**src/hw/rtl/arpc_pkg.sv**
```systemverilog
// arpc_pkg: shared types and constants for the arp cache table
// used by arpc_eval and arp_cache_table_with_ageing_unit
// no dependencies
`default_nettype none

package arpc_pkg;

  localparam int IP_W  = 32;
  localparam int MAC_W = 48;
  localparam int CFG_W = 8;
  localparam int CNT_W = 7;

  localparam logic [CNT_W-1:0] COUNT_MAX     = 7'd127;
  localparam logic [CFG_W-1:0] TIMEOUT_RESET = 8'd15;

  typedef enum logic [1:0] {
    CMD_LOOKUP = 2'd0,
    CMD_INSERT = 2'd1,
    CMD_TICK   = 2'd2,
    CMD_NONE   = 2'd3
  } cmd_t;

  typedef enum logic [2:0] {
    ST_CLEAR,
    ST_IDLE,
    ST_SCAN,
    ST_DRAIN,
    ST_FINISH
  } state_t;

  // per-entry verdict from the shared evaluation unit
  typedef struct packed {
    logic match;
    logic free;
    logic expire;
  } eval_t;

endpackage

`default_nettype wire

```
**src/hw/rtl/arpc_eval.sv**
```systemverilog
// arpc_eval: shared per-entry unit, ip compare and age compare for one table word
// depends on arpc_pkg
`default_nettype none

module arpc_eval #(
  parameter int TIME_BITS = 16
) (
  input  wire logic                         entry_valid,
  input  wire logic [arpc_pkg::IP_W-1:0]    entry_ip,
  input  wire logic [TIME_BITS-1:0]         entry_stamp,
  input  wire logic [arpc_pkg::IP_W-1:0]    key_ip,
  input  wire logic [TIME_BITS-1:0]         now,
  input  wire logic [arpc_pkg::CFG_W-1:0]   timeout,
  output arpc_pkg::eval_t                   res
);

  logic [TIME_BITS-1:0] age;

  // age wraps with the time counter
  assign age = now - entry_stamp;

  always_comb begin
    res.match  = entry_valid && (entry_ip == key_ip);
    res.free   = !entry_valid;
    res.expire = entry_valid && (age > TIME_BITS'(timeout));
  end

endmodule

`default_nettype wire

```
**config.mk**
```make
export PLATFORM = sky130hd
export DESIGN_NAME = arpc_eval
export DESIGN_NICKNAME = d
export VERILOG_FILES = /design/src/hw/rtl/arpc_pkg.sv /design/src/hw/rtl/arpc_eval.sv
export SDC_FILE = /design/constraint.sdc
export NUM_CORES = 1
export LEC_CHECK = 0
export BUFFER_PORTS_ARGS = -buffer_cell sky130_fd_sc_hd__buf_2
export CORE_UTILIZATION = 39
export DETAILED_ROUTE_END_ITERATION = 10
export PLACE_DENSITY = 0.78
export SYNTH_ARGS = -nofsm -noshare
export SYNTH_HDL_FRONTEND = slang
export SYNTH_SLANG_ARGS = --single-unit
export TNS_END_PERCENT = 20
```
**constraint.sdc**
```tcl
create_clock -name vclk -period 3.9
set_input_delay 0.78 -clock vclk [all_inputs]
set_output_delay 0.78 -clock vclk [all_outputs]
set_load 0.02 [all_outputs]
```
After elaboration in Yosys (flattened, before gate mapping)
Cells that the tools add are included.
{ "word_totals": {"inputBits": 105, "out_inout_bits": 3, "register_bits": 0, "latchBits": 0, "wordCells": 6, "rom_bits": 0, "n_memories": 0, "ramBits": 0} }
{ "classes": {"reduce_logical": 3, "magnitude_cmp": 1, "n_mul": 0, "n_shift": 0, "addsub": 1, "div": 0, "bitwise_logic": 0, "eq_ne": 1, "muxes": 0} }
{ "ops": {"columns": ["cell", "count"], "rows": [
  ["$eq A32 B32 Y1", 1],
  ["$gt A16 B8 Y1", 1],
  ["$sub A16 B16 Y16", 1],
  ["$logic_and A1 B1 Y1", 2],
  ["$logic_not A1 Y1", 1]
]} }

Logic depth before layout (Yosys ltp)
Gate-level depths: netlist of the first run.
{ "depth": {"word_depth": 3, "ltp_mapped": 15} }

Least setup slack after synthesis of the first run
No wires, ideal clock.
{ "synth_path": {"path_kind": "input -> output", "startpoint": "input port now[0]", "endpoint": "output port res[0] in the netlist's numbering", "t_arrival_ns": 3.365, "path_stages": 15, "required_time_ns": 3.120, "path_slack_ns": -0.245, "path_cell_list": "inv_1 -> ha_1 -> fa_1 -> nand2b_1 -> a21oi_1 -> o21ai_0 -> nand2b_1 -> xor2_1 -> ha_1 -> nand4_1 -> a21oi_1 -> a2111oi_0 -> o221ai_1 -> nor4_2 -> a41oi_1"} }
{ "synth_rtl": {"columns": ["item", "line", "text"], "rows": [
  ["from (decl)", "arpc_eval.sv:12", "input wire logic [TIME_BITS-1:0] now,"],
  ["to (decl)", "arpc_eval.sv:14", "output arpc_pkg::eval_t res"]
]} }

==> results.py, run 1 <==
metrics = {
    "timing": {
        "hold_violations": 0,
        "finalSetupViolations": 1,
        "grt_setup_unrepaired": "true",
        "setup_ws_ns": -0.289,
        "timing.fmax_mhz": 239,
        "period_share_pct": 107,
        "relSlewSlack_pct": 71.0,
        "tightest_slew_ns": 0.432,
        "fin_crit_ns": 4.19,
        "slew_violations": 0,
    },
    "logic_synthesis": {
        "syn_nets": 328,
        "synth_commonest_cells": "xnor2_1 (33), inv_1 (30), ha_1 (23)",
        "yosys-top-cells-area": "xnor2_1 (20%), ha_1 (20%), inv_1 (7.9%)",
        "synth_compound_area_share_pct": 23.3,
        "synth.top_cell.area_share_pct": 20.4,
        "synth_top_family_by_area": "XOR/XNOR gates",
        "synth_cells": 199,
        "synth_top_area_cell": "xnor2_1",
        "ys_warn_count": 0,
        "synth_cell_types": 45,
        "synthMuxAreaShare_pct": 0.705,
        "synth.most_common_cell": "xnor2_1",
        "synth_adder_area_share_pct": 21.7,
        "synth_simple_gate_area_share_pct": 20.7,
        "syn_area_per_cell_um2": 7.13,
        "ys_seq_area_share_pct": 0,
        "syn_area_um2": 1420,
        "synthXorXnorAreaFrac_pct": 24.7,
    },
    "floorplan": {
        "die_area_um2": 3880,
        "rows": 21,
        "core_area_um2": 3420,
        "die_w_um": 62.3,
        "fp.dieH_um": 62.3,
        "start_util_pct": 41.5,
        "io_pins": 108,
    },
    "power": {
        "p_total_uw": 319,
        "max-vdd-ir-drop_v": 0.0000672,
        "power.density_nw_per_um2": 141,
        "p_leak_uw": 0.00116,
    },
    "outcome": {
        "outcome": "finished with violations",
        "violations": "setup timing",
    },
    "worst_setup_path": {
        "cp-end-kind": "output port",
        "path_max_fanout": 2,
        "criticalPathCategory": "in2out",
        "path_cells": "buf_8, inv_12, ha_4, fa_2, nand2b_4, a21oi_4, o21ai_2, nand2b_1, xor2_1, ha_1, nand2_1, nor2_1, a2111oi_2, o221ai_1, nor4_2, a41oi_2, buf_4",
        "critPathRequiredTime_ns": 3.12,
        "critPathMaxStageDelay_ns": 0.35,
        "cp_slowest_cell": "fa_2",
        "critPathLaunchType": "input port",
        "arrival_ns": 3.41,
    },
    "drt": {
        "dr.pass1.iters": 4,
        "drc": 0,
        "routedWlPerCell_um": 11.2,
        "antenna_left": 0,
        "initialDrtViolationCount": 88,
        "routed_wirelength_mm": 4.11,
        "vias": 1873,
        "vias_per_cell": 5.09,
    },
    "grt": {
        "grt_max_degree": 12,
        "grt_use_total_pct": 20.4,
        "grtUsageMet3_pct": 1.29,
        "grt_pass1_wl_mm": 6.70,
        "antenna_found_initial": 0,
        "overflow": 0,
        "grt_pass1_vias": 1767,
        "use_met2_pct": 44.8,
        "gr-usage-met1_pct": 19.9,
        "grt_most_used_layer": "met2",
    },
    "finish": {
        "n_clock_buffer": 0,
        "drive_gt1_share_pct": 44.7,
        "flops_and_latches": 0,
        "multiInputGateArea_um2": 1380,
        "diodes": 0,
        "postLayoutCoreUtil_pct": 66.0,
        "fillers": 311,
        "final_nets": 453,
        "final-seq-area_um2": 0,
        "areaGrowthSynthToFinish_pct": 59.0,
    },
    "flow_run": {
        "maxCapViolCount": 0,
    },
    "worst_hold_path": {
        "min-delay-start": "entry_valid",
        "min_to": "res[1]",
        "holdPathStages": 3,
        "hp-class": "in2out",
    },
    "place": {
        "port_buffers": 108,
        "globalplace.congestion": 0.823,
        "dp_hpwl_mm": 3.65,
    },
}
==> worst max-delay path by stage <==
stage,from,endpoint,slack [ns],depth (start not counted)
after floorplan,now[0],res[0],-0.03,15
after global placement,now[0],res[0],-0.41,17
after global routing,now[0],res[0],-0.52,17
after CTS,now[0],res[0],-0.37,17
after detailed placement,now[0],res[0],-0.50,17
final,now[0],res[0],-0.29,17
==> metrics by stage <==
stage | hold WS, ns | cells | cell area (µm²) | worst slack [ns] | TNS [ns]
2_1_floorplan | 1.65 | 199 | 1480 | -0.0293 | -0.0293
4_1_cts | 1.86 | 368 | 2250 | -0.366 | -0.366
5_1_grt | 1.88 | 368 | 2260 | -0.518 | -0.518
3_3_place_gp | 1.85 | 367 | 2200 | -0.408 | -0.408
6_report | 1.85 | 368 | 2260 | -0.289 | -0.289
3_5_place_dp | 1.86 | 367 | 2200 | -0.496 | -0.496
==> power by group <==
group	switching [µW]	leakage, µW	internal (µW)	total (µW)
registers	0	0	0	0
logic	152	0.00116	167	319
clock network	0	0	0	0
total	152	0.00116	167	319
==> final cells by class <==
class | instances | share of cell area, %
well taps | 46 | 2.55
multi-input cells | 166 | 61.0
inverters | 30 | 5.55
repair buffers | 126 | 30.9
==> cells by family after synthesis <==
| group | count (synthesis) |
|---|---|
| simple gates | 51 |
| mux | 1 |
| fa+ha+maj | 24 |
| buf+inv | 33 |
| compound gates | 50 |
| xor+xnor | 40 |
==> metal layers <==
metal	up-vias	wire length [µm]
li1	966	-
met1	834	1460
met2	65	2390
met3	8	197
met4	0	62
met5	-	0
==> worst max-delay path: cells and delay by family <==
kind            cells  cell delay [ns]
compound gates      5             0.83
xor+xnor            1             0.15
fa+ha+maj           3             0.76
buf+inv             3             0.29
simple gates        5             0.60
==> repair_timing <==
item | in CTS | in global routing
endpoints found under the setup margin | 1 | 1
hold buffers | 0 | 0
setup buffers | 1 | 0
gates resized for setup | 11 | 2
pin swaps | 11 | 1
==> cell usage in the layout (no fill, tap or decap), drive strengths merged, types with 2 or more instances in the layout <==
cell type / instances
xor2: 7
nor2: 6
or2: 2
nand2b: 2
nor4: 4
nand4: 12
o211ai: 3
nand2: 7
a211oi: 2
a31oi: 3
xnor2: 33
nor2b: 3
a41oi: 2
nor3: 3
nand3: 5
a21oi: 16
or3: 2
buf: 126
o21ai: 9
a21o: 4
o2111ai: 2
inv: 30
ha: 23
Note: power is estimated with default switching activity, not from simulation.
==> inputs of run 2 (changes only) <==
CORE_ASPECT_RATIO = 2   (was not set)
==> run 2 against run 1 <==
The flow still finishes with violations (setup timing). Non-clock buffer count increased by 3. Flip-flop and latch count is the same. Global-route usage grew 2.1 points. Combinational power about the same. Setup slack worse by 0.021 ns. Routed wire length is 9.1% higher. Critical path depth is the same. Utilization grew 0.48 points. Final cell count up 1.4%. Final area increased by 0.72%. Die area rose by 0.38%. Worst hold slack barely moved. Critical path type unchanged. Critical endpoint unchanged.
==> results.py, run 2 (same netlist as run 1, synthesis figures left out) <==
metrics = {
    "outcome": {
        "outcome": "finished with violations",
        "violations": "setup timing",
    },
    "floorplan": {
        "start_util_pct": 41.5,
        "rows": 30,
        "io_pins": 108,
        "fp.dieH_um": 87.3,
        "die_w_um": 44.7,
        "die_area_um2": 3900,
        "core_area_um2": 3420,
    },
    "worst_hold_path": {
        "holdPathStages": 3,
        "hp-class": "in2out",
        "min_to": "res[1]",
        "min-delay-start": "entry_valid",
    },
    "place": {
        "port_buffers": 108,
        "globalplace.congestion": 0.900,
        "dp_hpwl_mm": 4.04,
        "dpl.cell_count": 371,
        "place_area_um2": 2210,
        "pre_cts_slack_ns": -0.536,
    },
    "drt": {
        "routedWlPerCell_um": 12.0,
        "initialDrtViolationCount": 16,
        "routed_wirelength_mm": 4.49,
        "dr.pass1.iters": 4,
        "vias_per_cell": 5.06,
        "vias": 1887,
        "drc": 0,
        "antenna_left": 0,
    },
    "finish": {
        "areaGrowthSynthToFinish_pct": 60.1,
        "drive_gt1_share_pct": 45.2,
        "final_area_um2": 2270,
        "final_cells": 373,
        "mostFrequentLayoutCell": "buf_2",
        "final_nets": 456,
        "final-seq-area_um2": 0,
        "n_clock_buffer": 0,
        "final_cell_mix": "buf_2 (105), xnor2_1 (33), inv_1 (29)",
        "diodes": 0,
        "flops_and_latches": 0,
        "postLayoutCoreUtil_pct": 66.5,
    },
    "timing": {
        "timing.fmax_mhz": 238,
        "grt_setup_unrepaired": "true",
        "hold_violations": 0,
        "finalSetupViolations": 1,
        "setup_ws_ns": -0.310,
        "tightest_slew_ns": 0.467,
        "relSlewSlack_pct": 68.4,
        "slew_violations": 0,
        "fin_crit_ns": 4.21,
        "period_share_pct": 108,
    },
    "grt": {
        "grt_use_total_pct": 22.5,
        "antenna_found_initial": 0,
        "grt_max_degree": 12,
        "grt_pass1_vias": 1871,
        "grt_pass1_wl_mm": 7.00,
        "overflow": 0,
    },
    "worst_setup_path": {
        "critPathLaunchType": "input port",
        "criticalPathCategory": "in2out",
        "path_max_fanout": 2,
        "arrival_ns": 3.43,
        "critPathRequiredTime_ns": 3.12,
        "critPathMaxStageDelay_ns": 0.35,
        "cp_slowest_cell": "fa_2",
        "path_buf_inv": 3,
        "path_cells": "buf_8, inv_12, ha_4, fa_2, nand2b_4, a21oi_2, o21ai_2, nand2b_1, xor2_1, ha_1, nand4_1, a21oi_1, a2111oi_2, o221ai_1, nor4_2, a41oi_2, buf_4",
        "cp-end-kind": "output port",
        "crit_family": "compound AO/OA/AOI/OAI gates",
    },
    "power": {
        "pwr-share-clk_pct": 0,
        "p_int_uw": 169,
        "power_frac_comb_pct": 100.0,
        "p_switching_uw": 151,
        "max-vdd-ir-drop_v": 0.0000913,
        "power.density_nw_per_um2": 141,
        "p_total_uw": 320,
        "sequentialPowerShare_pct": 0,
        "p_sw_share_pct": 47.3,
        "p_leak_uw": 0.00117,
    },
    "clock_network": {
        "cts_hold_buffers": 0,
    },
    "flow_run": {
        "maxCapViolCount": 0,
    },
}
-- run 2: changes by cell type in the layout (fill, tap and decap cells not counted) --
cell	previous run	this run
a21oi_1	13	14
a21oi_4	1	0
buf_4	18	21
nor2b_1	3	2
nor2b_2	0	1
-- run 2: through the flow --
step	setup TNS, ns	hold WS (ns)
global route	-0.510	1.87
detailed placement	-0.536	1.85
global placement	-0.485	1.85
CTS	-0.399	1.85
finish	-0.310	1.85
floorplan	-0.0293	1.65
-- run 2: how the worst max path moves through the flow --
stage | start | endpoint | slack (ns) | cells past startpoint
floorplan | now[0] | res[0] | -0.03 | 15
global placement | now[0] | res[0] | -0.48 | 17
detailed placement | now[0] | res[0] | -0.54 | 17
CTS | now[0] | res[0] | -0.40 | 17
global route | entry_stamp[1] | res[0] | -0.51 | 16
finish | now[0] | res[0] | -0.31 | 17
-- run 2: power groups by stage --
stage | registers [µW] | logic, µW | clock network (µW)
after global placement | 0 | 299 | 0
after detailed placement | 0 | 305 | 0
final | 0 | 320 | 0
after CTS | 0 | 319 | 0
after floorplan | 0 | 185 | 0
after global routing | 0 | 354 | 0
-- run 2: cell type report --
cell class                 count  area (µm²)
fill                         311        1140
multi-input combinational    166        1370
tap                           48        60.1
timing repair buffer         129         721
inverter                      30         125
-- run 2: layer usage --
metal	global-route usage (%)	vias to the layer above	part of all wire, %
li1	-	971	-
met1	20.0	852	33
met2	48.4	56	61
met3	1.87	8	4.0
met4	6.34	0	2.0
met5	0	-	0
-- run 2: what timing repair did --
item,in CTS,in global routing
pin swaps,13,2
gates resized for setup,11,1
endpoints found under the setup margin,1,1
buffers inserted,2,0
-- run 2: tightest hold or removal path: stages --
cell	delay, ns
buf_2	0.09
inv_1	0.05
buf_2	0.16
==> inputs of run 3 (changes only) <==
CORE_MARGIN = 3   (was not set)
==> run 3 against run 2 <==
The flow still finishes with violations (setup timing). Critical endpoint unchanged. Combinational power grew 2%. First-iteration DRC count is 31% higher. Worst hold slack got worse by 0.0077 ns. Maximum frequency grew 1.9%. Final area up 0.55%. Total power rose by 1.4%. Setup slack gained 0.077 ns.
==> results.py, run 3 (same netlist as run 1, synthesis figures left out) <==
metrics = {
    "outcome": {
        "outcome": "finished with violations",
        "violations": "setup timing",
    },
    "grt": {
        "grt_use_total_pct": 22.0,
        "overflow": 0,
        "grt_pass1_vias": 2092,
        "antenna_found_initial": 0,
        "grt_max_degree": 10,
        "grt_pass1_wl_mm": 8.19,
    },
    "timing": {
        "grt_setup_unrepaired": "true",
        "hold_violations": 0,
        "setup_tns_ns": -0.233,
        "relSlewSlack_pct": 69.9,
        "setup_ws_ns": -0.233,
        "slew_violations": 0,
        "timing.fmax_mhz": 242,
        "fin_crit_ns": 4.13,
        "period_share_pct": 106,
        "finalSetupViolations": 1,
        "tightest_slew_ns": 0.445,
    },
    "worst_setup_path": {
        "crit_family": "compound AO/OA/AOI/OAI gates",
        "critPathLaunchType": "input port",
        "path_max_fanout": 2,
        "critPathMaxStageDelay_ns": 0.33,
        "path_buf_inv": 3,
        "cp_slowest_cell": "fa_2",
        "arrival_ns": 3.35,
        "cp-end-kind": "output port",
        "criticalPathCategory": "in2out",
        "path_cells": "buf_8, inv_12, ha_4, fa_2, nand2b_4, a21oi_4, o21ai_2, nand2b_1, xor2_1, ha_1, nand2_1, nor2_1, a2111oi_2, o221ai_1, nor4_2, a41oi_2, buf_6",
        "critPathRequiredTime_ns": 3.12,
    },
    "finish": {
        "flops_and_latches": 0,
        "n_clock_buffer": 0,
        "areaGrowthSynthToFinish_pct": 61.0,
        "mostFrequentLayoutCell": "buf_2",
        "drive_gt1_share_pct": 44.6,
        "final-seq-area_um2": 0,
        "final_cell_mix": "buf_2 (104), xnor2_1 (33), inv_1 (29)",
        "final_nets": 456,
        "fillers": 314,
        "multiInputGateArea_um2": 1370,
        "diodes": 0,
    },
    "floorplan": {
        "rows": 30,
        "start_util_pct": 41.1,
        "io_pins": 108,
        "die_w_um": 48.7,
        "die_area_um2": 4440,
        "fp.dieH_um": 91.3,
        "core_area_um2": 3450,
    },
    "drt": {
        "routed_wirelength_mm": 4.79,
        "initialDrtViolationCount": 21,
        "drc": 0,
        "wl_met2_mm": 2.91,
        "dr_wl_met3_um": 208,
        "dr.pass1.iters": 4,
        "vias_per_cell": 5.09,
        "antenna_left": 0,
        "top_layer": "met4",
        "wl_met1_mm": 1.51,
        "vias": 1900,
        "routedWlPerCell_um": 12.8,
    },
    "clock_network": {
        "cts_hold_buffers": 0,
    },
    "place": {
        "pre_cts_slack_ns": -0.569,
        "dp_hpwl_mm": 4.31,
        "globalplace.congestion": 0.930,
        "port_buffers": 108,
    },
    "worst_hold_path": {
        "holdPathStages": 3,
        "min_to": "res[1]",
        "hp-class": "in2out",
        "min-delay-start": "entry_valid",
    },
    "flow_run": {
        "maxCapViolCount": 0,
    },
    "power": {
        "max-vdd-ir-drop_v": 0.0000969,
        "power.density_nw_per_um2": 142,
        "p_leak_uw": 0.00118,
    },
}
-- run 3: changes by cell type in the layout (fill, tap and decap cells not counted) --
cell	change
buf_6	+2
a21oi_2	-1
a21oi_4	+1
buf_2	-1
buf_4	-1
nor2_1	+1
nor2_2	-1
nor2b_1	+1
nor2b_2	-1
-- run 3: cell type report --
cell class / instances / share of cell area, %
inverter: 30 / 5.48
multi-input combinational: 166 / 59.9
tap: 48 / 2.63
timing repair buffer: 129 / 32.0
-- run 3: worst max-delay path by stage --
stage	startpoint	slack [ns]	cells past startpoint	end
after detailed placement	now[0]	-0.57	17	res[0]
final	now[0]	-0.23	17	res[0]
after CTS	now[0]	-0.41	17	res[0]
after global routing	now[0]	-0.39	17	res[0]
after floorplan	now[0]	-0.03	15	res[0]
after global placement	now[0]	-0.46	17	res[0]
-- run 3: timing repair --
item	4_1_cts	5_1_grt
endpoints found under the setup margin	1	1
gates resized for setup	12	1
pin swaps	13	6
setup buffers	1	0
-- run 3: power breakdown --
group,internal (µW),switching (µW),leakage [µW]
sequential,0,0,0
combinational,170,155,0.00118
clock,0,0,0
total,170,155,0.00118
-- run 3: layer usage --
layer  track usage [%]  up-vias
met3              2.13       17
met2              48.8       64
met4              6.65        0
li1                  -      973
met5                 0        -
met1              18.8      846
-- run 3: through the flow --
stage               cell area (µm²)  util (%)  hold slack (ns)  power (µW)  instances
floorplan                      1480         -             1.65         185        199
finish                         2280      66.2             1.85         325        373
global placement               2220      64.3             1.85         302        372
CTS                            2280      66.1             1.85         325        373
detailed placement             2220      64.3             1.85         311        372
global route                   2280      66.2             1.86         364        373
-- run 3: tightest hold or removal path: cells and delay by family --
| kind | cells | cell delay (ns) |
|---|---|---|
| buffers and inverters | 3 | 0.28 |
