===== src/hw/rtl/arpc_ram.sv =====
// arpc_ram: generic simple dual-port ram, one write and one registered read port
// no dependencies
`default_nettype none

module arpc_ram #(
  parameter int WIDTH = 8,
  parameter int DEPTH = 64
) (
  input  wire logic                     clk,
  input  wire logic                     wr_en,
  input  wire logic [$clog2(DEPTH)-1:0] wr_addr,
  input  wire logic [WIDTH-1:0]         wr_data,
  input  wire logic                     rd_en,
  input  wire logic [$clog2(DEPTH)-1:0] rd_addr,
  output logic      [WIDTH-1:0]         rd_data
);

  logic [WIDTH-1:0] mem [DEPTH];
  logic [WIDTH-1:0] rd_data_r;

  always_ff @(posedge clk) begin
    if (wr_en) begin
      mem[wr_addr] <= wr_data;
    end
    if (rd_en) begin
      rd_data_r <= mem[rd_addr];
    end
  end

  assign rd_data = rd_data_r;

endmodule

`default_nettype wire


===== config.mk =====
export PLATFORM = sky130hd
export DESIGN_NAME = arpc_ram
export DESIGN_NICKNAME = d
export VERILOG_FILES = /design/src/hw/rtl/arpc_ram.sv
export SDC_FILE = /design/constraint.sdc
export NUM_CORES = 1
export LEC_CHECK = 0
export BUFFER_PORTS_ARGS = -buffer_cell sky130_fd_sc_hd__buf_2
export CAP_MARGIN = 20
export CORE_MARGIN = 1.5
export CORE_UTILIZATION = 60
export CTS_CLUSTER_SIZE = 28
export DETAILED_ROUTE_END_ITERATION = 10
export HOLD_SLACK_MARGIN = 0.03
export PLACE_DENSITY_LB_ADDON = 0.3
export SLEW_MARGIN = 40
export SYNTH_ARGS = -nofsm -noshare
export SYNTH_HDL_FRONTEND = slang
export SYNTH_SLANG_ARGS = --single-unit

===== constraint.sdc =====
create_clock -name clk -period 2.65 [get_ports clk]
set_input_delay 0.1325 -clock clk [delete_from_list [all_inputs] [get_ports clk]]
set_output_delay 0.1325 -clock clk [all_outputs]
set_load 0.02 [all_outputs]

## Word-level counts from Yosys, hierarchy flattened

Memories as Yosys holds them, arrays and structs flattened. A register that Yosys moved wholly into a read port is not among the register bits.
Index checks and enable logic that the tools add are counted.

- Muxes and demuxes: 2

Operators with widths:

| operator | number |
|---|---|
| 1-bit two-way mux | 2 |

- Flip-flop bits (word level): 0
- RAM bits: 512
- Input bits: 23
- Output and inout port bits: 8
- Word-level logic and storage cells: 3
- Memories kept: 1

Memory list:

| name | words | bits a word | rd ports | clocked after memory_dff | wr ports | line | source |
|---|---|---|---|---|---|---|---|
| mem | 64 | 8 | 1 | 1 | 1 | 18 | `logic [WIDTH-1:0] mem [DEPTH];` |

## Logic depth before layout (Yosys ltp)

Gate-level depths: netlist of the first run.

- Word-level depth: 2
- Gate-level depth with buffers: 9
- Depth with buffers taken out: 5

## Least setup slack after synthesis of the first run

No wires, ideal clock.

- Path kind: input port to flip-flop
- From: input rd_addr[1]
- To: register rd_data_r[3] (netlist: rd_data[3]), read port of mem, data pin
- Library setup time: 0.266 ns
- Data arrival time: 1.672 ns
- Data required time: 2.384 ns
- Setup slack: 0.711 ns
- Stages on the path: 7
- Buffers on the path: 3
- Path through: buf_4 -> buf_2 -> buf_2 -> mux4_2 -> mux4_2 -> o21ai_1 -> o41ai_1

RTL lines:

| item | line | source |
|---|---|---|
| start: declaration | 14 | `input wire logic [$clog2(DEPTH)-1:0] rd_addr,` |
| end: declaration | 19 | `logic [WIDTH-1:0] rd_data_r;` |

==> metrics.yaml, run 1 <==
critical_path:
  cell_by_cell_trace_of_the_critical_path: "mux4_2 -> mux2_2 -> o221a_2 -> nor3_1 -> o32ai_1"
  cp_top_family: "multiplexers"
  endpoint_kind: "register"
  cp.arrival_ns: 2.41
  worstPathRequired_ns: 2.94
  worst-setup-path-type: "reg -> reg"
  path_max_fanout: 1
  cpMaxStageDelayCell: "sky130_fd_sc_hd__mux4_2"
  cp_num_cells: 5
  critical-path-max-stage-delay_ns: 0.48
  worstPathBufferInverterCount: 0
  startpoint_type: "register"
  reg2regPathDepth: 5
timing:
  finalWorstPathRequiredPeriod_ns: 2.119
  timing.final.ws_setup_ns: 0.5309
  max-slew-margin-rel: 0.5103
  hold_viol: 0
  fin_setup_tns_ns: 0
  max_freq_mhz: 471.9
  final-max-slew-violation-count: 0
  rsz0062_at_grt: "false"
  min_period_over_period: 0.7997
  worst-slew-pin-transition_ns: 0.7346
  report.final.setup_viol: 0
  final.setup_skew_ns: 0.02327
route:
  drt-initial-drc-count: 1275
  firstDrtPassIters: 5
  wl_met2_mm: 21.10
  viasPerCell: 6.383
  top_layer_used: "met4"
  via_count: 10021
  drc: 0
  wl_met1_mm: 17.71
  routed_wl_mm: 43.80
  drt-wirelength-per-cell_um: 27.90
  dr_wl_met3_mm: 3.793
  drtAntennaViolNets: 0
cts:
  clk_pin_slew_ns: 0.06
  clk-insertion-delay-late_ns: 0.57
  cts.sinks: 520
  clock_tree.buffer_depth: 3
  cts_htree_levels: 2
  numCtsBuffers: 51
  tritoncts: "built"
  post_cts_buffers: 0
  clock-root-buffer: "sky130_fd_sc_hd__clkbuf_16"
floorplan:
  core_sq_um: 33360
  dieArea_sq_um: 34860
  die-width_um: 186.7
  ioPinCount: 31
  die_h_um: 186.7
  placement_rows: 67
  initial_utilization: 0.6068
global_route:
  grt_start_max_net_pins: 65
  antenna_found_initial: 0
  first_global_vias: 10177
  grt_use_total: 0.2587
  grt_pass1_wl_mm: 65.59
  grt_overflow: 0
logic_synthesis:
  synthesis.nets: 963
  yosysWarningCount: 0
  synth.ff_latch_count: 520
  synth_enable_flop_cells: 520
  post_synth_instance_area_sq_um: 20250
  post_synth.cell_area_avg_sq_um: 21.54
  synthArstFlopShare: 0
  ys_seq_area_frac: 0.7712
  synth_cell_type_count: 39
  synth_ff_type: "sky130_fd_sc_hd__edfxtp_1"
  synth_top_area_cell: "sky130_fd_sc_hd__edfxtp_1"
  ys_top_cells_by_area: "sky130_fd_sc_hd__edfxtp_1 (77%), sky130_fd_sc_hd__mux4_2 (14%), sky130_fd_sc_hd__nor2_1 (1.5%)"
  top_cells_by_count_synth: "sky130_fd_sc_hd__edfxtp_1 (520), sky130_fd_sc_hd__mux4_2 (126), sky130_fd_sc_hd__nor2_1 (83)"
  synth_top_area_share: 0.7712
  yosys.cell_count.top_type: "sky130_fd_sc_hd__edfxtp_1"
  post_synthesis_cell_count: 940
power:
  power.combinational.fraction: 0.052
  power.internal_w: 0.01345
  pwr-share-clk: 0.408
  leakage_nw: 7.486
  netSwitchingFraction: 0.2057
  ir_drop_v: 0.0005415
  powerDensity_nw_per_um2: 729.6
  power.sequential.fraction: 0.540
  power_switching_w: 0.003483
outcome:
  outcome: "finished, final reports clean"
finish:
  n_fill_cell: 2032
  layout-area-overhead-vs-synth_pct: 14.61
  insertedDiodeCount: 0
  final_layout_size_suffix_gt1_frac: 0.3137
  design.final.nets: 1105
  finalNonFillerCells: 1570
  fin_util: 0.6955
job:
  max_cap_violations: 0
place:
  dp.final_hpwl_mm: 27.62
  final_weighted_congestion_in_routability_driven_placement: 0.8360
  placement.io_buffers: 30
  post_place_setup_slack_ns: 0.2551
  post_place_cells: 1476
worst_hold_path:
  worstHoldPathType: "in -> reg"
  min_delay_path_depth: 1
==> cells in the final DEF, fill, tap and decap left out, types with 2 or more instances in the layout <==
master                      synthesis  final
sky130_fd_sc_hd__a2111oi_0          2      2
sky130_fd_sc_hd__a211oi_1           4      4
sky130_fd_sc_hd__a21oi_1            3      3
sky130_fd_sc_hd__a221oi_1           6      6
sky130_fd_sc_hd__a22oi_1            3      3
sky130_fd_sc_hd__buf_12             2      9
sky130_fd_sc_hd__buf_2             11     24
sky130_fd_sc_hd__buf_4             13    105
sky130_fd_sc_hd__bufinv_16          0      4
sky130_fd_sc_hd__clkbuf_1          17      8
sky130_fd_sc_hd__clkbuf_16          0     52
sky130_fd_sc_hd__clkinv_1           0     13
sky130_fd_sc_hd__clkinv_2           0     12
sky130_fd_sc_hd__edfxtp_1         520    520
sky130_fd_sc_hd__inv_6              0      2
sky130_fd_sc_hd__mux2_2            13     13
sky130_fd_sc_hd__mux2i_1           23     23
sky130_fd_sc_hd__mux4_2           126    126
sky130_fd_sc_hd__nand2_1           19     19
sky130_fd_sc_hd__nand2b_1           7      7
sky130_fd_sc_hd__nand3_1           13     13
sky130_fd_sc_hd__nand3b_1           3      3
sky130_fd_sc_hd__nand4_1            2      2
sky130_fd_sc_hd__nor2_1            83     83
sky130_fd_sc_hd__nor2b_1           14     14
sky130_fd_sc_hd__nor3_1             7      7
sky130_fd_sc_hd__nor4_1             2      2
sky130_fd_sc_hd__o2111ai_1          3      3
sky130_fd_sc_hd__o21a_1             2      2
sky130_fd_sc_hd__o21ai_0            2      2
sky130_fd_sc_hd__o21ai_1            2      2
sky130_fd_sc_hd__o221a_2            2      2
sky130_fd_sc_hd__o221ai_1           8      8
sky130_fd_sc_hd__o22ai_1            8      8
sky130_fd_sc_hd__o2bb2ai_1          3      3
sky130_fd_sc_hd__o32ai_1            2      2
sky130_fd_sc_hd__o41ai_1            2      2
==> cell type report <==
class,count,area [sq um],area share
tap,448,560.5,0.02416
sequential,520,15620,0.6729
multi-input combinational,369,4315,0.1860
timing repair buffer,140,1112,0.04793
clock inverter,33,270.3,0.01165
clock buffer,60,1331,0.05737
==> logic make-up (layout without fill, tap and decap cells) <==
logic type	Yosys count	count (layout)	share of synthesized area
flip-flops	520	520	0.7712
multiplexers	162	162	0.1588
AND/OR/NAND/NOR	153	153	0.03374
AO/OA/AOI/OAI	54	54	0.02064
buffers and inverters	51	233	0.01563
==> repair_timing <==
item | 4_1_cts | 5_1_grt
hold buffers | 1 | 0
resized for setup | 0 | 0
hold endpoints to repair | 8 | 0
==> flip-flops by register name, summed over array words and instances, names as in the netlist <==
register,cells
mem,512
rd_data,8
==> power by group through the flow <==
stage	registers, W	logic [W]	clock network (W)
floorplan	0.00932	0.000485	0
global placement	0.00932	0.000855	0
detailed placement	0.00932	0.000874	0
CTS	0.00915	0.000880	0.00699
global route	0.00915	0.000930	0.00731
finish	0.00915	0.000878	0.00691
==> worst reg2reg max path: stages, from the launching register on <==
cell and delay, ns:
sky130_fd_sc_hd__edfxtp_1 0.37, sky130_fd_sc_hd__mux4_2 0.48, sky130_fd_sc_hd__mux2_2 0.27, sky130_fd_sc_hd__o221a_2 0.29, sky130_fd_sc_hd__nor3_1 0.28, sky130_fd_sc_hd__o32ai_1 0.14
==> path summary, 6_finish.rpt <==
| check | startpoint | end | slack, ns |
|---|---|---|---|
| worst min register to register | mem[30][6] | rd_data[6] | 0.92 |
| worst max-delay path | mem[21][4] | rd_data[4] | 0.53 |
| worst max register to register | mem[21][4] | rd_data[4] | 0.53 |
| worst min-delay path | wr_data[2] | mem[18][2] | 0.05 |
==> through the flow <==
step | area, sq um | power, W | hold WS (ns)
after floorplan | 20250 | 0.009808 | 0.2314
after global placement | 21590 | 0.01017 | 0.5191
after detailed placement | 21590 | 0.01019 | 0.5162
after CTS | 23200 | 0.01702 | 0.03258
after global routing | 23200 | 0.01738 | 0.06374
final | 23200 | 0.01693 | 0.04590
==> routing by layer <==
| metal | global-route usage | vias up |
|---|---|---|
| met5 | 0 | - |
| met4 | 0.07878 | 0 |
| met3 | 0.04382 | 71 |
| met2 | 0.4094 | 530 |
| met1 | 0.3785 | 5205 |
| li1 | - | 4215 |
(Power assumes the default switching activity.)
==> inputs of run 2 (changes only) <==
--- a/config.mk
+++ b/config.mk
@@ -8,7 +8,7 @@
 export BUFFER_PORTS_ARGS = -buffer_cell sky130_fd_sc_hd__buf_2
 export CAP_MARGIN = 20
 export CORE_MARGIN = 1.5
-export CORE_UTILIZATION = 60
+export CORE_UTILIZATION = 56
 export CTS_CLUSTER_SIZE = 28
 export DETAILED_ROUTE_END_ITERATION = 10
 export HOLD_SLACK_MARGIN = 0.03
==> constraint.sdc (replaced) <==
create_clock -name clk -period 1.7 [get_ports clk]
set_input_delay 0.085 -clock clk [delete_from_list [all_inputs] [get_ports clk]]
set_output_delay 0.085 -clock clk [all_outputs]
set_load 0.02 [all_outputs]
==> metrics.yaml, run 2 (synthesis gave the netlist of run 1 again) <==
outcome:
  outcome: "finished with violations"
  failed_checks: "setup timing"
finish:
  final_layout_size_suffix_gt1_frac: 0.3519
  number_of_flip_flops_under_the_largest_register_name: 512
  fin_util: 0.6699
  largest-register: "mem"
  design.final.nets: 1150
  mostFrequentLayoutCells: "sky130_fd_sc_hd__edfxtp_1 (520), sky130_fd_sc_hd__buf_4 (138), sky130_fd_sc_hd__mux4_2 (126), sky130_fd_sc_hd__nor2_1 (78), sky130_fd_sc_hd__clkbuf_16 (53)"
  layout_commonest_cell: "sky130_fd_sc_hd__edfxtp_1"
  n_fill_cell: 2221
  layout-area-overhead-vs-synth_pct: 17.69
critical_path:
  endpoint_kind: "register"
  critical_path.reg2reg.startpoint: "mem[37][7]"
  timing.critical_path.from: "mem[37][7]"
  worstPathRequired_ns: 2.01
  reg2regPathDepth: 5
  regToRegSetupSlack_ns: -0.28
  cp.arrival_ns: 2.29
  path_max_fanout: 1
  startpoint_type: "register"
  worst-setup-path-type: "reg -> reg"
  critical_path.endpoint: "rd_data[7]"
  r2r_end: "rd_data[7]"
timing:
  min_period_over_period: 1.164
  max_freq_mhz: 505.3
  final.setup_skew_ns: 0.009328
  max-slew-margin-rel: 0.5112
  fin_setup_tns_ns: -1.958
  report.final.setup_viol: 8
  rsz0062_at_grt: "true"
  timing.hold.ws_ns: 0.03577
  finalWorstPathRequiredPeriod_ns: 1.979
  timing.final.ws_setup_ns: -0.2791
  hold_viol: 0
  final-max-slew-violation-count: 0
  worst-slew-pin-transition_ns: 0.7331
worst_hold_path:
  worstHoldPathType: "in -> reg"
floorplan:
  dieArea_sq_um: 37310
  ioPinCount: 31
  die_h_um: 193.1
  initial_utilization: 0.5692
  die-width_um: 193.1
  core_sq_um: 35570
  placement_rows: 69
route:
  drt-initial-drc-count: 1031
  drt-wirelength-per-cell_um: 27.28
  firstDrtPassIters: 5
  viasPerCell: 6.195
  drtAntennaViolNets: 0
  routed_wl_mm: 44.41
  drc: 0
  via_count: 10086
power:
  ir_drop_v: 0.0008411
  powerDensity_nw_per_um2: 1118
  leakage_nw: 7.789
global_route:
  use_met1: 0.3576
  grt_pass1_wl_mm: 65.45
  grt_use_met2: 0.3955
  grt_start_max_net_pins: 65
  grt_overflow: 0
  first_global_vias: 10174
  globalRouteMet3Util: 0.04253
  grt_use_total: 0.2465
  globalRoute.busiestLayer: "met2"
  antenna_found_initial: 2
cts:
  clk-insertion-delay-late_ns: 0.56
  numCtsBuffers: 50
  post_cts_buffers: 0
  cts.sinks: 520
  clock_tree.buffer_depth: 3
  clock-root-buffer: "sky130_fd_sc_hd__clkbuf_16"
  cts_htree_levels: 2
  clk_pin_slew_ns: 0.06
  tritoncts: "built"
place:
  final_weighted_congestion_in_routability_driven_placement: 0.8625
  placement.io_buffers: 30
  dp.final_hpwl_mm: 28.84
job:
  max_cap_violations: 0
==> run 2: area by class of cell <==
| type | count | area [sq um] | area share |
|---|---|---|---|
| Tap cell | 461 | 576.8 | 0.02421 |
| Sequential cell | 520 | 15620 | 0.6553 |
| Clock inverter | 28 | 252.7 | 0.01061 |
| Timing Repair Buffer | 186 | 1590 | 0.06674 |
| Clock buffer | 62 | 1360 | 0.05708 |
| Antenna cell | 2 | 5.005 | 0.0002100 |
| Multi-Input combinational cell | 369 | 4428 | 0.1858 |
==> run 2: layer usage <==
| layer | wire length (um) | up-vias |
|---|---|---|
| met4 | 816 | 4 |
| met3 | 3614 | 53 |
| met1 | 18210 | 5263 |
| met5 | 22 | - |
| met2 | 21750 | 458 |
| li1 | - | 4308 |
==> run 2: worst min path at each step <==
stage | startpoint | to | slack [ns] | depth (start not counted)
final | wr_data[5] | mem[15][5] | 0.04 | 1
after global routing | wr_data[3] | mem[14][3] | 0.05 | 1
after CTS | wr_data[3] | mem[14][3] | 0.04 | 1
after detailed placement | rd_en | rd_data[4] | 0.49 | 1
after global placement | rd_en | rd_data[4] | 0.50 | 1
after floorplan | wr_data[0] | mem[0][0] | 0.18 | 0
==> run 2: worst max-delay path: stages, from the launching register on <==
cell	delay [ns]
sky130_fd_sc_hd__edfxtp_1	0.38
sky130_fd_sc_hd__mux4_2	0.47
sky130_fd_sc_hd__mux4_2	0.54
sky130_fd_sc_hd__o21ai_1	0.15
sky130_fd_sc_hd__buf_4	0.14
sky130_fd_sc_hd__nand2_2	0.04
==> run 2: where the power goes <==
group	total, W	internal, W	switching [W]
registers	0.0143	0.0142	0.0000372
clock network	0.0109	0.00640	0.00446
logic	0.00152	0.000658	0.000867
==> run 2: metrics by stage <==
step                      power (W)  cell area [sq um]  cells  setup WS (ns)
after floorplan             0.01532              20350    940       -0.08834
after global placement      0.01599              22130   1536        -0.6352
after detailed placement    0.01602              22140   1536        -0.6847
after CTS                   0.02681              23810   1626        -0.2697
after global routing        0.02739              23820   1626        -0.3311
final                       0.02664              23830   1628        -0.2791
==> run 2: what timing repair did <==
action / CTS / global route
resized for setup: 15 / 3
gates cloned: 0 / 0
pin swaps: 2 / 0
setup endpoints to repair: 8 / 8
endpoints found under the hold margin: 8 / 0
hold buffers: 1 / 0
==> inputs of run 3 (changes only) <==
--- a/config.mk
+++ b/config.mk
@@ -13,6 +13,7 @@
 export DETAILED_ROUTE_END_ITERATION = 10
 export HOLD_SLACK_MARGIN = 0.03
 export PLACE_DENSITY_LB_ADDON = 0.3
+export SKIP_LAST_GASP = 1
 export SLEW_MARGIN = 40
 export SYNTH_ARGS = -nofsm -noshare
 export SYNTH_HDL_FRONTEND = slang
==> metrics.yaml, run 3 (synthesis gave the netlist of run 1 again) <==
worst_hold_path:
  worstHoldPathType: "in -> reg"
timing:
  final.setup_skew_ns: 0.01274
  timing.final.ws_setup_ns: -0.2753
  max-slew-margin-rel: 0.5075
  hold_viol: 0
  rsz0062_at_grt: "true"
  report.final.setup_viol: 8
  worst-slew-pin-transition_ns: 0.7388
  finalWorstPathRequiredPeriod_ns: 1.975
  min_period_over_period: 1.162
  final-max-slew-violation-count: 0
  max_freq_mhz: 506.3
critical_path:
  worst-setup-path-type: "reg -> reg"
  regToRegSetupSlack_ns: -0.28
  endpoint_kind: "register"
  worstPathBufferInverterCount: 1
  cpMaxStageDelayCell: "sky130_fd_sc_hd__mux4_2"
  cp.arrival_ns: 2.28
  crit_top_cell: "sky130_fd_sc_hd__mux4_2"
  critical-path-max-stage-delay_ns: 0.54
  path_max_fanout: 1
  startpoint_type: "register"
  cell_by_cell_trace_of_the_critical_path: "mux4_2 -> mux4_2 -> o21ai_1 -> buf_4 -> nand2_2"
  cp_top_family: "multiplexers"
  worstPathRequired_ns: 2.01
finish:
  n_fill_cell: 2221
  layout-area-overhead-vs-synth_pct: 17.63
  finalNonFillerCells: 1628
  final_layout_size_suffix_gt1_frac: 0.3502
  mostFrequentLayoutCells: "sky130_fd_sc_hd__edfxtp_1 (520), sky130_fd_sc_hd__buf_4 (138), sky130_fd_sc_hd__mux4_2 (126), sky130_fd_sc_hd__nor2_1 (78), sky130_fd_sc_hd__clkbuf_16 (53)"
  postLayoutCellArea_sq_um: 23820
  largest-register: "mem"
  layout_commonest_cell: "sky130_fd_sc_hd__edfxtp_1"
  design.final.nets: 1150
  number_of_flip_flops_under_the_largest_register_name: 512
cts:
  cts_htree_levels: 2
  post_cts_buffers: 0
  clk-insertion-delay-late_ns: 0.56
  cts.sinks: 520
  tritoncts: "built"
  numCtsBuffers: 50
  clock_tree.buffer_depth: 3
  clk_pin_slew_ns: 0.06
  clock-root-buffer: "sky130_fd_sc_hd__clkbuf_16"
route:
  drt-wirelength-per-cell_um: 27.22
  routed_wl_mm: 44.32
  via_count: 10108
  firstDrtPassIters: 5
  drc: 0
  viasPerCell: 6.209
  drt-initial-drc-count: 1007
  drtAntennaViolNets: 0
floorplan:
  placement_rows: 69
  die-width_um: 193.1
  dieArea_sq_um: 37310
  initial_utilization: 0.5692
  core_sq_um: 35570
  die_h_um: 193.1
  ioPinCount: 31
global_route:
  grt_use_total: 0.2465
  grt_start_max_net_pins: 65
  antenna_found_initial: 2
  first_global_vias: 10174
  grt_overflow: 0
  grt_pass1_wl_mm: 65.45
outcome:
  outcome: "finished with violations"
  failed_checks: "setup timing"
place:
  dp.final_hpwl_mm: 28.84
  placement.cell_area_sq_um: 22140
  final_weighted_congestion_in_routability_driven_placement: 0.8625
  post_place_cells: 1536
  placement.io_buffers: 30
  post_place_setup_slack_ns: -0.6847
job:
  max_cap_violations: 0
power:
  powerDensity_nw_per_um2: 1119
  sum_of_internal_switching_and_leakage_power_w: 0.02665
  ir_drop_v: 0.0008478
  leakage_nw: 7.787
-- run 3: cell counts in the layout (fill, tap and decap cells not counted) --
Identical to the previous run, type by type.
-- run 3: power by group --
group	switching, W	internal (W)	total (W)
Combinational	0.000863	0.000657	0.00152
Sequential	0.0000374	0.0142	0.0143
Clock	0.00448	0.00640	0.0109
Total	0.00538	0.0213	0.0267
-- run 3: routing by layer --
metal	track usage	vias up	share of wire
li1	-	4313	-
met1	0.3576	5277	0.41
met2	0.3955	462	0.49
met3	0.04253	52	0.081
met4	0.06331	4	0.018
met5	0	-	0.00050
-- run 3: path summary, 6_finish.rpt --
check,from,endpoint,depth (start not counted)
min,wr_data[5],mem[15][5],1
min reg2reg,mem[3][7],rd_data[7],4
max,mem[37][7],rd_data[7],5
max reg2reg,mem[37][7],rd_data[7],5
-- run 3: area by class of cell --
cell class                      instances  area, sq um  share of cell area
Antenna cell                            2        5.005           0.0002101
Clock buffer                           62         1360             0.05711
Clock inverter                         28        252.7             0.01061
Multi-Input combinational cell        369         4417              0.1854
Sequential cell                       520        15620              0.6556
Tap cell                              461        576.8             0.02422
Timing Repair Buffer                  186         1590             0.06677
-- run 3: through the flow --
stage                       util  hold slack [ns]  setup TNS (ns)
after floorplan                -           0.1839         -0.5084
after global placement    0.6222           0.5036          -4.419
after detailed placement  0.6223           0.4941          -4.683
after CTS                 0.6694          0.03732          -1.924
after global routing      0.6694          0.05183          -2.252
final                     0.6696          0.04446          -1.922
-- run 3: timing repair --
| action | in CTS | in global routing |
|---|---|---|
| hold buffers | 1 | 0 |
| endpoints found under the hold margin | 8 | 0 |
| gates resized for setup | 15 | 1 |
| endpoints found under the setup margin | 8 | 8 |
| pin swaps | 2 | 0 |
| cloned | 0 | 0 |
